[src/hdl/upd_pkg.sv]
`timescale 1ns / 1ps
// types, character constants and the hex digit decoder shared by the
// url percent decoder; no dependencies

package upd_pkg;

  localparam logic [7:0] ChPlus    = 8'h2B;
  localparam logic [7:0] ChPercent = 8'h25;
  localparam logic [7:0] ChSpace   = 8'h20;

  // what the front end holds between input beats
  localparam logic [1:0] HeldNone  = 2'd0;
  localparam logic [1:0] HeldPct   = 2'd1;
  localparam logic [1:0] HeldDigit = 2'd2;

  localparam int unsigned MaxBytes = 3;

  // one queued group of decoded bytes, cnt is 1 to 3
  typedef struct packed {
    logic [1:0]                   cnt;
    logic [MaxBytes-1:0][7:0]     data;
    logic                         last;
  } upd_entry_t;

  // returns {valid, nibble}
  function automatic logic [4:0] hex_nibble(input logic [7:0] b);
    logic [4:0] r;
    r = 5'd0;
    if (b >= 8'h30 && b <= 8'h39) begin
      r = {1'b1, 4'(b - 8'h30)};
    end else if (b >= 8'h41 && b <= 8'h46) begin
      r = {1'b1, 4'(b - 8'h37)};
    end else if (b >= 8'h61 && b <= 8'h66) begin
      r = {1'b1, 4'(b - 8'h57)};
    end
    return r;
  endfunction

endpackage

[src/hdl/upd_if.sv]
`timescale 1ns / 1ps
// stream interfaces for encoded input beats and decoded output beats
// standalone, no package needed

interface upd_in_if;
  logic       valid;
  logic       ready;
  logic [7:0] in_byte;
  logic       in_last;

  modport source (output valid, output in_byte, output in_last, input ready);
  modport sink   (input valid, input in_byte, input in_last, output ready);
endinterface

interface upd_out_if;
  logic       valid;
  logic       ready;
  logic [7:0] out_byte;
  logic       out_last;

  modport source (output valid, output out_byte, output out_last, input ready);
  modport sink   (input valid, input out_byte, input out_last, output ready);
endinterface

[src/hdl/upd_front.sv]
`timescale 1ns / 1ps
// front end: holds '%' and a first digit, turns each input beat into a
// group of zero to three decoded bytes; uses upd_pkg and upd_in_if

module upd_front (
  input  logic                clk_i,
  input  logic                rst_ni,
  upd_in_if.sink              in_i,
  input  logic                full_i,
  output logic                push_o,
  output upd_pkg::upd_entry_t entry_o
);

  logic [1:0] held_count_q, held_count_d;
  logic [7:0] held_digit_q, held_digit_d;

  logic       accept;
  logic [4:0] nib, hi_nib;
  logic       p_emit, p_hold;
  logic [7:0] p_byte;
  logic [1:0] n;

  assign in_i.ready = !full_i;
  assign accept     = in_i.valid && in_i.ready;
  assign nib        = upd_pkg::hex_nibble(in_i.in_byte);
  assign hi_nib     = upd_pkg::hex_nibble(held_digit_q);

  // the byte treated as if nothing were held
  always_comb begin
    p_emit = 1'b1;
    p_hold = 1'b0;
    p_byte = in_i.in_byte;
    if (in_i.in_byte == upd_pkg::ChPlus) begin
      p_byte = upd_pkg::ChSpace;
    end else if (in_i.in_byte == upd_pkg::ChPercent && !in_i.in_last) begin
      p_emit = 1'b0;
      p_hold = 1'b1;
    end
  end

  always_comb begin
    n            = 2'd0;
    entry_o.data = '0;
    held_count_d = held_count_q;
    held_digit_d = held_digit_q;
    unique case (held_count_q)
      upd_pkg::HeldPct: begin
        if (nib[4] && !in_i.in_last) begin
          held_digit_d = in_i.in_byte;
          held_count_d = upd_pkg::HeldDigit;
        end else begin
          entry_o.data[0] = upd_pkg::ChPercent;
          entry_o.data[1] = p_byte;
          n               = p_emit ? 2'd2 : 2'd1;
          held_count_d    = p_hold ? upd_pkg::HeldPct : upd_pkg::HeldNone;
        end
      end
      upd_pkg::HeldDigit: begin
        held_digit_d = '0;
        if (nib[4]) begin
          entry_o.data[0] = {(hi_nib[4] ? hi_nib[3:0] : 4'd0), nib[3:0]};
          n               = 2'd1;
          held_count_d    = upd_pkg::HeldNone;
        end else begin
          entry_o.data[0] = upd_pkg::ChPercent;
          entry_o.data[1] = held_digit_q;
          entry_o.data[2] = p_byte;
          n               = p_emit ? 2'd3 : 2'd2;
          held_count_d    = p_hold ? upd_pkg::HeldPct : upd_pkg::HeldNone;
        end
      end
      default: begin
        entry_o.data[0] = p_byte;
        n               = p_emit ? 2'd1 : 2'd0;
        held_count_d    = p_hold ? upd_pkg::HeldPct : upd_pkg::HeldNone;
      end
    endcase
    // final byte flushes everything
    if (in_i.in_last) begin
      held_count_d = upd_pkg::HeldNone;
      held_digit_d = '0;
    end
    entry_o.cnt  = n;
    entry_o.last = in_i.in_last;
  end

  assign push_o = accept && (n != 2'd0);

  always_ff @(posedge clk_i or negedge rst_ni) begin
    if (!rst_ni) begin
      held_count_q <= upd_pkg::HeldNone;
      held_digit_q <= '0;
    end else if (accept) begin
      held_count_q <= held_count_d;
      held_digit_q <= held_digit_d;
    end
  end

endmodule

[src/hdl/upd_queue.sv]
`timescale 1ns / 1ps
// short queue of decoded byte groups between front and back end
// uses upd_pkg for the entry type

module upd_queue #(
  parameter int unsigned Depth = 4
) (
  input  logic                clk_i,
  input  logic                rst_ni,
  input  logic                push_i,
  input  upd_pkg::upd_entry_t entry_i,
  input  logic                pop_i,
  output upd_pkg::upd_entry_t head_o,
  output logic                empty_o,
  output logic                full_o
);

  localparam int unsigned PtrW = (Depth > 1) ? $clog2(Depth) : 1;
  localparam int unsigned CntW = $clog2(Depth + 1);
  localparam logic [PtrW-1:0] LastPtr = PtrW'(Depth - 1);

  upd_pkg::upd_entry_t mem_q [Depth];
  logic [PtrW-1:0] wr_ptr_q, wr_ptr_d, rd_ptr_q, rd_ptr_d;
  logic [CntW-1:0] count_q, count_d;

  assign empty_o = (count_q == '0);
  assign full_o  = (count_q == CntW'(Depth));
  assign head_o  = mem_q[rd_ptr_q];

  always_comb begin
    wr_ptr_d = wr_ptr_q;
    rd_ptr_d = rd_ptr_q;
    count_d  = count_q;
    if (push_i) begin
      wr_ptr_d = (wr_ptr_q == LastPtr) ? '0 : wr_ptr_q + 1'b1;
    end
    if (pop_i) begin
      rd_ptr_d = (rd_ptr_q == LastPtr) ? '0 : rd_ptr_q + 1'b1;
    end
    if (push_i && !pop_i) begin
      count_d = count_q + 1'b1;
    end else if (pop_i && !push_i) begin
      count_d = count_q - 1'b1;
    end
  end

  always_ff @(posedge clk_i or negedge rst_ni) begin
    if (!rst_ni) begin
      wr_ptr_q <= '0;
      rd_ptr_q <= '0;
      count_q  <= '0;
    end else begin
      wr_ptr_q <= wr_ptr_d;
      rd_ptr_q <= rd_ptr_d;
      count_q  <= count_d;
    end
  end

  always_ff @(posedge clk_i) begin
    if (push_i) begin
      mem_q[wr_ptr_q] <= entry_i;
    end
  end

`ifndef NO_ASSERTIONS
  a_no_push_full: assert property (@(posedge clk_i) disable iff (!rst_ni)
    push_i |-> !full_o) else $error("push into full queue");
  a_no_pop_empty: assert property (@(posedge clk_i) disable iff (!rst_ni)
    pop_i |-> !empty_o) else $error("pop from empty queue");
  a_count_track: assert property (@(posedge clk_i) disable iff (!rst_ni)
    (push_i && !pop_i) |=> count_q == $past(count_q) + 1'b1)
    else $error("queue count lost a push");
`endif

endmodule

[src/hdl/upd_back.sv]
`timescale 1ns / 1ps
// back end: sends the bytes of the head group one beat at a time
// uses upd_pkg and upd_out_if

module upd_back (
  input  logic                clk_i,
  input  logic                rst_ni,
  input  upd_pkg::upd_entry_t head_i,
  input  logic                empty_i,
  output logic                pop_o,
  upd_out_if.source           out_o
);

  logic [1:0] idx_q, idx_d;
  logic       fire, final_byte;

  assign final_byte     = (idx_q == head_i.cnt - 2'd1);
  assign out_o.valid    = !empty_i;
  assign out_o.out_byte = head_i.data[idx_q];
  assign out_o.out_last = head_i.last && final_byte;
  assign fire           = out_o.valid && out_o.ready;
  assign pop_o          = fire && final_byte;

  always_comb begin
    idx_d = idx_q;
    if (fire) begin
      idx_d = final_byte ? 2'd0 : idx_q + 2'd1;
    end
  end

  always_ff @(posedge clk_i or negedge rst_ni) begin
    if (!rst_ni) begin
      idx_q <= 2'd0;
    end else begin
      idx_q <= idx_d;
    end
  end

`ifndef NO_ASSERTIONS
  a_idx_in_group: assert property (@(posedge clk_i) disable iff (!rst_ni)
    !empty_i |-> idx_q < head_i.cnt) else $error("byte index past group");
  a_idx_restart: assert property (@(posedge clk_i) disable iff (!rst_ni)
    pop_o |=> idx_q == 2'd0) else $error("index not cleared after group");
`endif

endmodule

[src/hdl/url_percent_decoder_top.sv]
`timescale 1ns / 1ps
// top level of the url percent decoder: front end, group queue, back end
// uses upd_pkg, upd_in_if, upd_out_if and the upd_* modules
//
// usage
// in_i carries encoded text, one byte per beat, in_last on the final byte.
// out_o carries decoded bytes, out_last on the final decoded byte of a text.
// '+' becomes a space, '%' with two hex digits becomes one byte, a broken
// or truncated escape passes through literally.
// an input beat is taken every cycle while the queue has room; a beat
// produces zero to three output bytes, grouped into one queue entry.
// a group is offered once it reaches the head of the queue. the back end
// sends one decoded byte per cycle while the receiver is ready, and since
// output bytes never outnumber input bytes, sustained throughput is one
// beat per cycle on both sides; QueueDepth groups absorb local bursts.
// when the receiver stalls, the queue fills and in_i.ready drops once it
// holds QueueDepth groups; nothing is lost.
// reset clears the held escape state and empties the queue.

module url_percent_decoder_top #(
  parameter int unsigned QueueDepth = 4
) (
  input  logic      clk_i,
  input  logic      rst_ni,
  upd_in_if.sink    in_i,
  upd_out_if.source out_o
);

  upd_pkg::upd_entry_t push_entry, head_entry;
  logic push, pop, empty, full;

  upd_front u_front (
    .clk_i   (clk_i),
    .rst_ni  (rst_ni),
    .in_i    (in_i),
    .full_i  (full),
    .push_o  (push),
    .entry_o (push_entry)
  );

  upd_queue #(
    .Depth (QueueDepth)
  ) u_queue (
    .clk_i   (clk_i),
    .rst_ni  (rst_ni),
    .push_i  (push),
    .entry_i (push_entry),
    .pop_i   (pop),
    .head_o  (head_entry),
    .empty_o (empty),
    .full_o  (full)
  );

  upd_back u_back (
    .clk_i   (clk_i),
    .rst_ni  (rst_ni),
    .head_i  (head_entry),
    .empty_i (empty),
    .pop_o   (pop),
    .out_o   (out_o)
  );

endmodule
[src/flat_wrapper.sv]
// flat-port wrapper written by rule: the top's interface ports become plain ports
module url_percent_decoder_top_flat 
#(
  parameter int unsigned QueueDepth = 4
)
  (clk_i, rst_ni, in_i_valid, in_i_in_byte, in_i_in_last, in_i_ready, out_o_valid, out_o_out_byte, out_o_out_last, out_o_ready);
  upd_in_if in_i_i ();
  upd_out_if out_o_i ();
  input  logic clk_i;
  input  logic rst_ni;
  input wire logic [$bits(in_i_i.valid)-1:0] in_i_valid;
  input wire logic [$bits(in_i_i.in_byte)-1:0] in_i_in_byte;
  input wire logic [$bits(in_i_i.in_last)-1:0] in_i_in_last;
  output wire logic [$bits(in_i_i.ready)-1:0] in_i_ready;
  output wire logic [$bits(out_o_i.valid)-1:0] out_o_valid;
  output wire logic [$bits(out_o_i.out_byte)-1:0] out_o_out_byte;
  output wire logic [$bits(out_o_i.out_last)-1:0] out_o_out_last;
  input wire logic [$bits(out_o_i.ready)-1:0] out_o_ready;
  assign in_i_i.valid = in_i_valid;
  assign in_i_i.in_byte = in_i_in_byte;
  assign in_i_i.in_last = in_i_in_last;
  assign in_i_ready = in_i_i.ready;
  assign out_o_valid = out_o_i.valid;
  assign out_o_out_byte = out_o_i.out_byte;
  assign out_o_out_last = out_o_i.out_last;
  assign out_o_i.ready = out_o_ready;
  url_percent_decoder_top #(.QueueDepth(QueueDepth)) u_core (.clk_i(clk_i), .rst_ni(rst_ni), .in_i(in_i_i), .out_o(out_o_i));
endmodule
[config.mk]
export PLATFORM = sky130hd
export DESIGN_NAME = url_percent_decoder_top_flat
export DESIGN_NICKNAME = d
export VERILOG_FILES = /design/src/hdl/upd_pkg.sv /design/src/hdl/upd_if.sv /design/src/hdl/upd_front.sv /design/src/hdl/upd_queue.sv /design/src/hdl/upd_back.sv /design/src/hdl/url_percent_decoder_top.sv /design/src/flat_wrapper.sv
export SDC_FILE = /design/constraint.sdc
export NUM_CORES = 1
export LEC_CHECK = 0
export BUFFER_PORTS_ARGS = -buffer_cell sky130_fd_sc_hd__buf_2
export CORE_UTILIZATION = 40
export CTS_BUF_LIST = sky130_fd_sc_hd__clkbuf_8
export DETAILED_ROUTE_END_ITERATION = 7
export GPL_ROUTABILITY_DRIVEN = 0
export SLEW_MARGIN = 15
export SYNTH_ARGS = -nofsm -noshare
export SYNTH_HDL_FRONTEND = slang
export SYNTH_HIERARCHICAL = 1
export SYNTH_SLANG_ARGS = --single-unit
[constraint.sdc]
create_clock -name clk_i -period 8.9 [get_ports clk_i]
set_clock_uncertainty 0.2 [all_clocks]
set_input_delay 1.335 -clock clk_i [delete_from_list [all_inputs] [get_ports clk_i]]
set_output_delay 1.335 -clock clk_i [all_outputs]
set_load 0.01 [all_outputs]
; ---- After elaboration in Yosys (flattened, before gate mapping)
; Memory sizes are Yosys's and may differ from the RTL's.
; Cells that the tools add are included.
[word_totals]
ram_bits = 108
mem_count = 1
reg_bits = 19
wordCells = 107
[classes]
magnitude_cmp = 13
mux = 41
n_eq_ne = 9
n_reduce_logical = 25
add_sub_neg = 12
[mem_list]
columns = name, depth, width, read_ports, rd_ports_with_merged_regs, write_ports, line_no
row1 = u_core.u_queue.mem_q, 4, 27, 1, 0, 1, upd_queue.sv:22  ; upd_pkg::upd_entry_t mem_q [Depth];
[op_table]
columns = cell, n
row1 = 8-bit 2-to-1 mux, 6
row2 = 8-bit one-hot mux with 2 select lines, 3
row3 = 8-bit by 7-bit greater-or-equal comparator with 1-bit output (second input constant), 4
row4 = 8-bit by 7-bit less-or-equal comparator with 1-bit output (second input constant), 4
row5 = 16-bit 2-to-1 mux, 2
row6 = 5-bit 2-to-1 mux, 6
row7 = 8-bit binary-select mux with 2-bit select, 1
row8 = 8-bit by 6-bit equality test with 1-bit output (second input constant), 2
row9 = 8-bit by 6-bit greater-or-equal comparator with 1-bit output (second input constant), 2
row10 = 8-bit by 6-bit less-or-equal comparator with 1-bit output (second input constant), 2
row11 = 2-bit 2-to-1 mux, 8
row12 = 4-bit by 3-bit subtractor with 4-bit output (second input constant), 4
row13 = 1-bit logical AND, 15
row14 = 1-bit 2-to-1 mux, 10
row15 = 2-bit one-hot mux with 2 select lines, 2
row16 = 4-bit by 1-bit subtractor with 4-bit output (second input constant), 2
row17 = 2-bit by 1-bit adder with 2-bit output (second input constant), 3
row18 = 2-bit equality test (second input constant), 3
row19 = 3-bit 2-to-1 mux, 2
row20 = 1-bit logical NOT, 5
row21 = 4-bit 2-to-1 mux, 1
row22 = 2-bit nonzero test, 2
row23 = 3-bit by 1-bit adder with 3-bit output (second input constant), 1
row24 = 3-bit equality test (second input constant), 1
row25 = other kinds (9), 9

; ---- Depth between registers and ports, before layout
[depth]
depth_word = 14
mapped_depth = 15
depth_no_buf = 13

; ---- Cells and area by module
; The synthesis kept the hierarchy.
[modules_own_cells]
columns = module, n_inst, cells_per_inst, seq_area_each_um2, area_each_um2
row1 = upd_queue, 1, 178, 3418.3, 4321.6
row2 = upd_front, 1, 147, 250.2, 1158.6
row3 = upd_back, 1, 44, 50.0, 312.8

; ---- Worst setup path after synthesis
; Ideal clock, no wire load.
[synth_path]
path_type = input port to flip-flop
startpoint = input port in_i_in_byte[0]
endpoint = memory u_core/u_queue/mem_q[1][0] (netlist bit), enable pin
arrival_time_ns = 3.671
setup_time_ns = 0.386
setup_slack_ns = 4.643
stages = 10
path_cell_list = clkbuf_1 -> inv_1 -> ha_1 -> nor3b_1 -> a311oi_4 -> a211oi_1 -> buf_2 -> nand3_1 -> nand2_1 -> and2_1
[synth_via]
elab_chain_len = 12
elab_cells_between_ends = 28
[synth_rtl]
columns = element, line_no
row1 = from (decl), flat_wrapper.sv:12  ; input wire logic [$bits(in_i_i.in_byte)-1:0] in_i_in_byte;
row2 = 8-bit by 7-bit greater-or-equal comparator with 1-bit output or 8-bit by 7-bit less-or-equal comparator with 1-bit output (tied branches), upd_pkg.sv:33  ; end else if (b >= 8'h61 && b <= 8'h66) begin
row3 = 1-bit logical AND, upd_pkg.sv:33
row4 = 5-bit 2-to-1 mux, upd_pkg.sv:33
row5 = 5-bit 2-to-1 mux, upd_pkg.sv:31  ; end else if (b >= 8'h41 && b <= 8'h46) begin
row6 = 5-bit 2-to-1 mux, upd_pkg.sv:29  ; if (b >= 8'h30 && b <= 8'h39) begin
row7 = 1-bit logical AND, upd_front.sv:48  ; if (nib[4] && !in_i.in_last) begin
row8 = 2-bit 2-to-1 mux, upd_front.sv:48
row9 = 2-bit one-hot mux with 2 select lines (*), upd_front.sv:46  ; unique case (held_count_q)
row10 = 2-bit nonzero test (*), upd_front.sv:87  ; assign push_o = accept && (n != 2'd0);
row11 = 1-bit logical AND (*), upd_front.sv:87
row12 = via u_core.push, url_percent_decoder_top.sv:30  ; logic push, pop, empty, full;
row13 = 1-bit 2-to-1 mux (*), upd_queue.sv:60  ; if (push_i) begin
row14 = 1-bit 2-to-1 mux (implied by the code) (*), upd_queue.sv:61  ; mem_q[wr_ptr_q] <= entry_i;
row15 = to (decl), upd_queue.sv:22
; Mark *: on every way through the listed nets, which the timed path passes. The rest lies on a longest branch.

==> flow_summary.yaml <==
setup_path:
  r2r_cells: 9
  worstSetupStartpointType: "flip-flop"
  crit_buf_inv: 1
  critical-path-slowest-cell: "dfrtp_2"
  worstPathCellList: "mux4_2, xnor2_1, or3b_1, a21boi_1, buf_2"
  cpPeakStageDelay_ns: 1.01
  r2r_start: "u_core/u_queue/rd_ptr_q[0]"
  worstPathRequired_ns: 7.36
  rrSetupSlack_ns: 4.99
  cp-end-kind: "output port"
  crit_path_max_fanout: 30
  arrival_ns: 2.94
  crit_family: "flip-flops"
  crit_type: "flip-flop to output port"
  r2r_end: "u_core/u_queue/count_q[1]"
power_and_ir_drop:
  p_leak_nw: 2.321
  irDropWorstVdd_uv: 129.0
  power_density_nw_per_um2: 290.1
clocking:
  clock-sinks: 127
  root_buffer: "clkbuf_8"
  htree_num_levels: 4
  insertion_delay_ns: 0.42
  cts-buffers-inserted: 17
  post_cts_buffers: 0
  cts_tree: "done"
  cts-resized-gates: 0
  cts_hold_buf: 0
  cts_buffer_depth: 2
  clkTransAtPathRegs_ns: 0.07
synthesis:
  ys_warn_count: 6
  yosysTopAreaCell: "edfxtp_1"
  synth_common_cells: "edfxtp_1 (108), mux4_2 (26), nand2_1 (23)"
  synth.avg_cell_area_sq_um: 15.70
  syn_nets: 397
  async_reset_ff_share_pct: 14.96
  yosysSeqAreaShare_pct: 64.19
  synth_edf_count: 108
  ys_ff_latch: 127
  synth_area_leaders: "edfxtp_1 (56%), mux4_2 (10%), dfrtp_1 (8.2%)"
  syn-cell-area_sq_um: 5793
  synthFlopType: "edfxtp_1"
  netlist_instances: 369
  ys_types: 59
  post-synth-top-count-cell: "edfxtp_1"
  synth_top_area_share_pct: 55.98
die:
  start_util_pct: 41.41
  rows: 43
  die_w_um: 122.3
  die_h_um: 122.3
  dieArea_sq_um: 14970
  ios: 24
  coreArea_sq_um: 13990
global_route:
  grt_pass1_vias: 3340
  grt_max_degree: 31
  grt_use_total_pct: 17.04
  antenna_found_initial: 0
  grt_pass1_wl_um: 18340
  grt_overflow: 0
route:
  initialDrtViolationCount: 184
  vias: 3265
  vias_per_cell: 5.515
  ant_nets: 0
  wl_um: 11270
  drcViolationCount: 0
  dr.pass1.iters: 5
  wl_per_cell_um: 19.04
place:
  dpl_worst_slack_ns: 4.448
  port_buffers: 23
  dp_hpwl_um: 7374
sta:
  max-slew-margin-rel_pct: 14.29
  rsz0062_at_grt: "no"
  fin_setup_tns_ns: 0
  min_period_over_period_pct: 50.25
  fmax_mhz: 223.6
  finalHoldViolations: 0
  worstMarginPinSlew_ns: 1.269
  setup_viol: 0
  min_period_ns: 4.473
  fin_ws_ns: 4.427
  slew_violations: 0
run_status:
  status: "completed"
final_layout:
  drive_gt1_share_pct: 22.57
  fillCellCount: 1242
  nets: 427
  regArea_sq_um: 3720
  multiInputGateArea_sq_um: 1876
  area_delta_synth_final_pct: 11.79
  num_antenna_cells: 0
min_path:
  hold_path_depth: 1
  min-delay-start: "u_core/u_queue/count_q[2]"
  min_to: "u_core/u_queue/count_q[2]"
  min_path_type: "flip-flop to flip-flop"
flow_run:
  max_cap_violations: 0
-- layout make-up --
class	count	share of cell area [%]
sequential	127	57.44
multi-input combinational	203	28.96
clock buffer	17	3.613
tap	180	3.478
clock inverter	15	2.763
timing repair buffer	30	2.589
inverter	20	1.159
-- metal layers --
layer,routed length (um),up-vias,track usage [%]
li1,-,1505,-
met1,5373,1660,23.42
met2,5245,86,26.37
met3,460,14,3.903
met4,190,0,6.479
met5,0,-,0
-- sequential cells by signal, indices dropped and copies added, names as in the netlist --
signal,count
u_core/u_queue/mem_q,108
u_core/u_queue/count_q,3
u_core/u_front/held_digit_q,8
u_core/u_queue/wr_ptr_q,2
u_core/u_back/idx_q,2
u_core/u_queue/rd_ptr_q,2
u_core/u_front/held_count_q,2
-- worst reg2reg max path, cell delays in order, from the launching register on --
cell and delay [ns]:
dfrtp_2 1.01, mux4_2 0.69, xnor2_1 0.17, or3b_1 0.39
a21oi_1 0.30, inv_1 0.09, ha_1 0.21, inv_1 0.08
fa_1 0.41, mux2_2 0.26
-- where the power goes --
part | internal (W) | switching (W)
logic | 0.000256 | 0.000254
clock network | 0.000299 | 0.000212
registers | 0.000765 | 0.0000918
-- stage by stage --
stage                     std cells  instance area (sq um)  hold slack [ns]  power, W  utilization [%]
after CTS                       592                   6476           0.2866  0.001910            46.30
after detailed placement        560                   6063           0.2743  0.001399            43.35
after global routing            592                   6476           0.3082  0.001993            46.30
final                           592                   6476           0.2851  0.001878            46.30
after floorplan                 369                   5793           0.2563  0.001244                -
after global placement          560                   6063           0.2759  0.001385            43.35
-- layout by cell type (no fill, tap or decap), types with 5 or more instances in the layout --
master    synthesis  layout
a21oi_1          10      10
a22o_1            8       8
a22oi_1           5       5
and2_1            8       8
and3_1            5       5
buf_2             8      23
buf_4             3       7
clkbuf_8          0      17
dfrtp_1          19      18
edfxtp_1        108     108
ha_1             14      14
inv_1            20      23
mux2i_1           9       9
mux4_2           26      26
nand2_1          23      23
nand3_1           5       5
nor2_1           15      15
o21ai_1          11      11
-- kinds of logic (layout without fill, tap and decap cells) --
group / after synthesis / in the layout / synth area share [%]
XOR/XNOR: 8 / 8 / 1.209
multiplexers: 39 / 39 / 12.70
flip-flops: 127 / 127 / 64.19
AO/OA/AOI/OAI: 65 / 65 / 8.186
buffers and inverters: 39 / 82 / 3.434
adder cells (fa/ha/maj): 15 / 15 / 3.369
AND/OR/NAND/NOR: 76 / 76 / 6.911
-- how the worst max path moves through the flow --
stage / from / end / cells past startpoint
after floorplan: in_i_in_byte[0] / u_core/u_queue/mem_q[1][0] / 10
after global placement: in_i_in_byte[1] / u_core/u_queue/count_q[2] / 15
after detailed placement: in_i_in_byte[1] / u_core/u_queue/count_q[2] / 15
after CTS: u_core/u_queue/rd_ptr_q[0] / out_o_out_last / 5
after global routing: u_core/u_queue/rd_ptr_q[0] / out_o_out_last / 5
final: u_core/u_queue/rd_ptr_q[0] / out_o_out_last / 5
No activity file was read; power rests on OpenSTA's default activity.
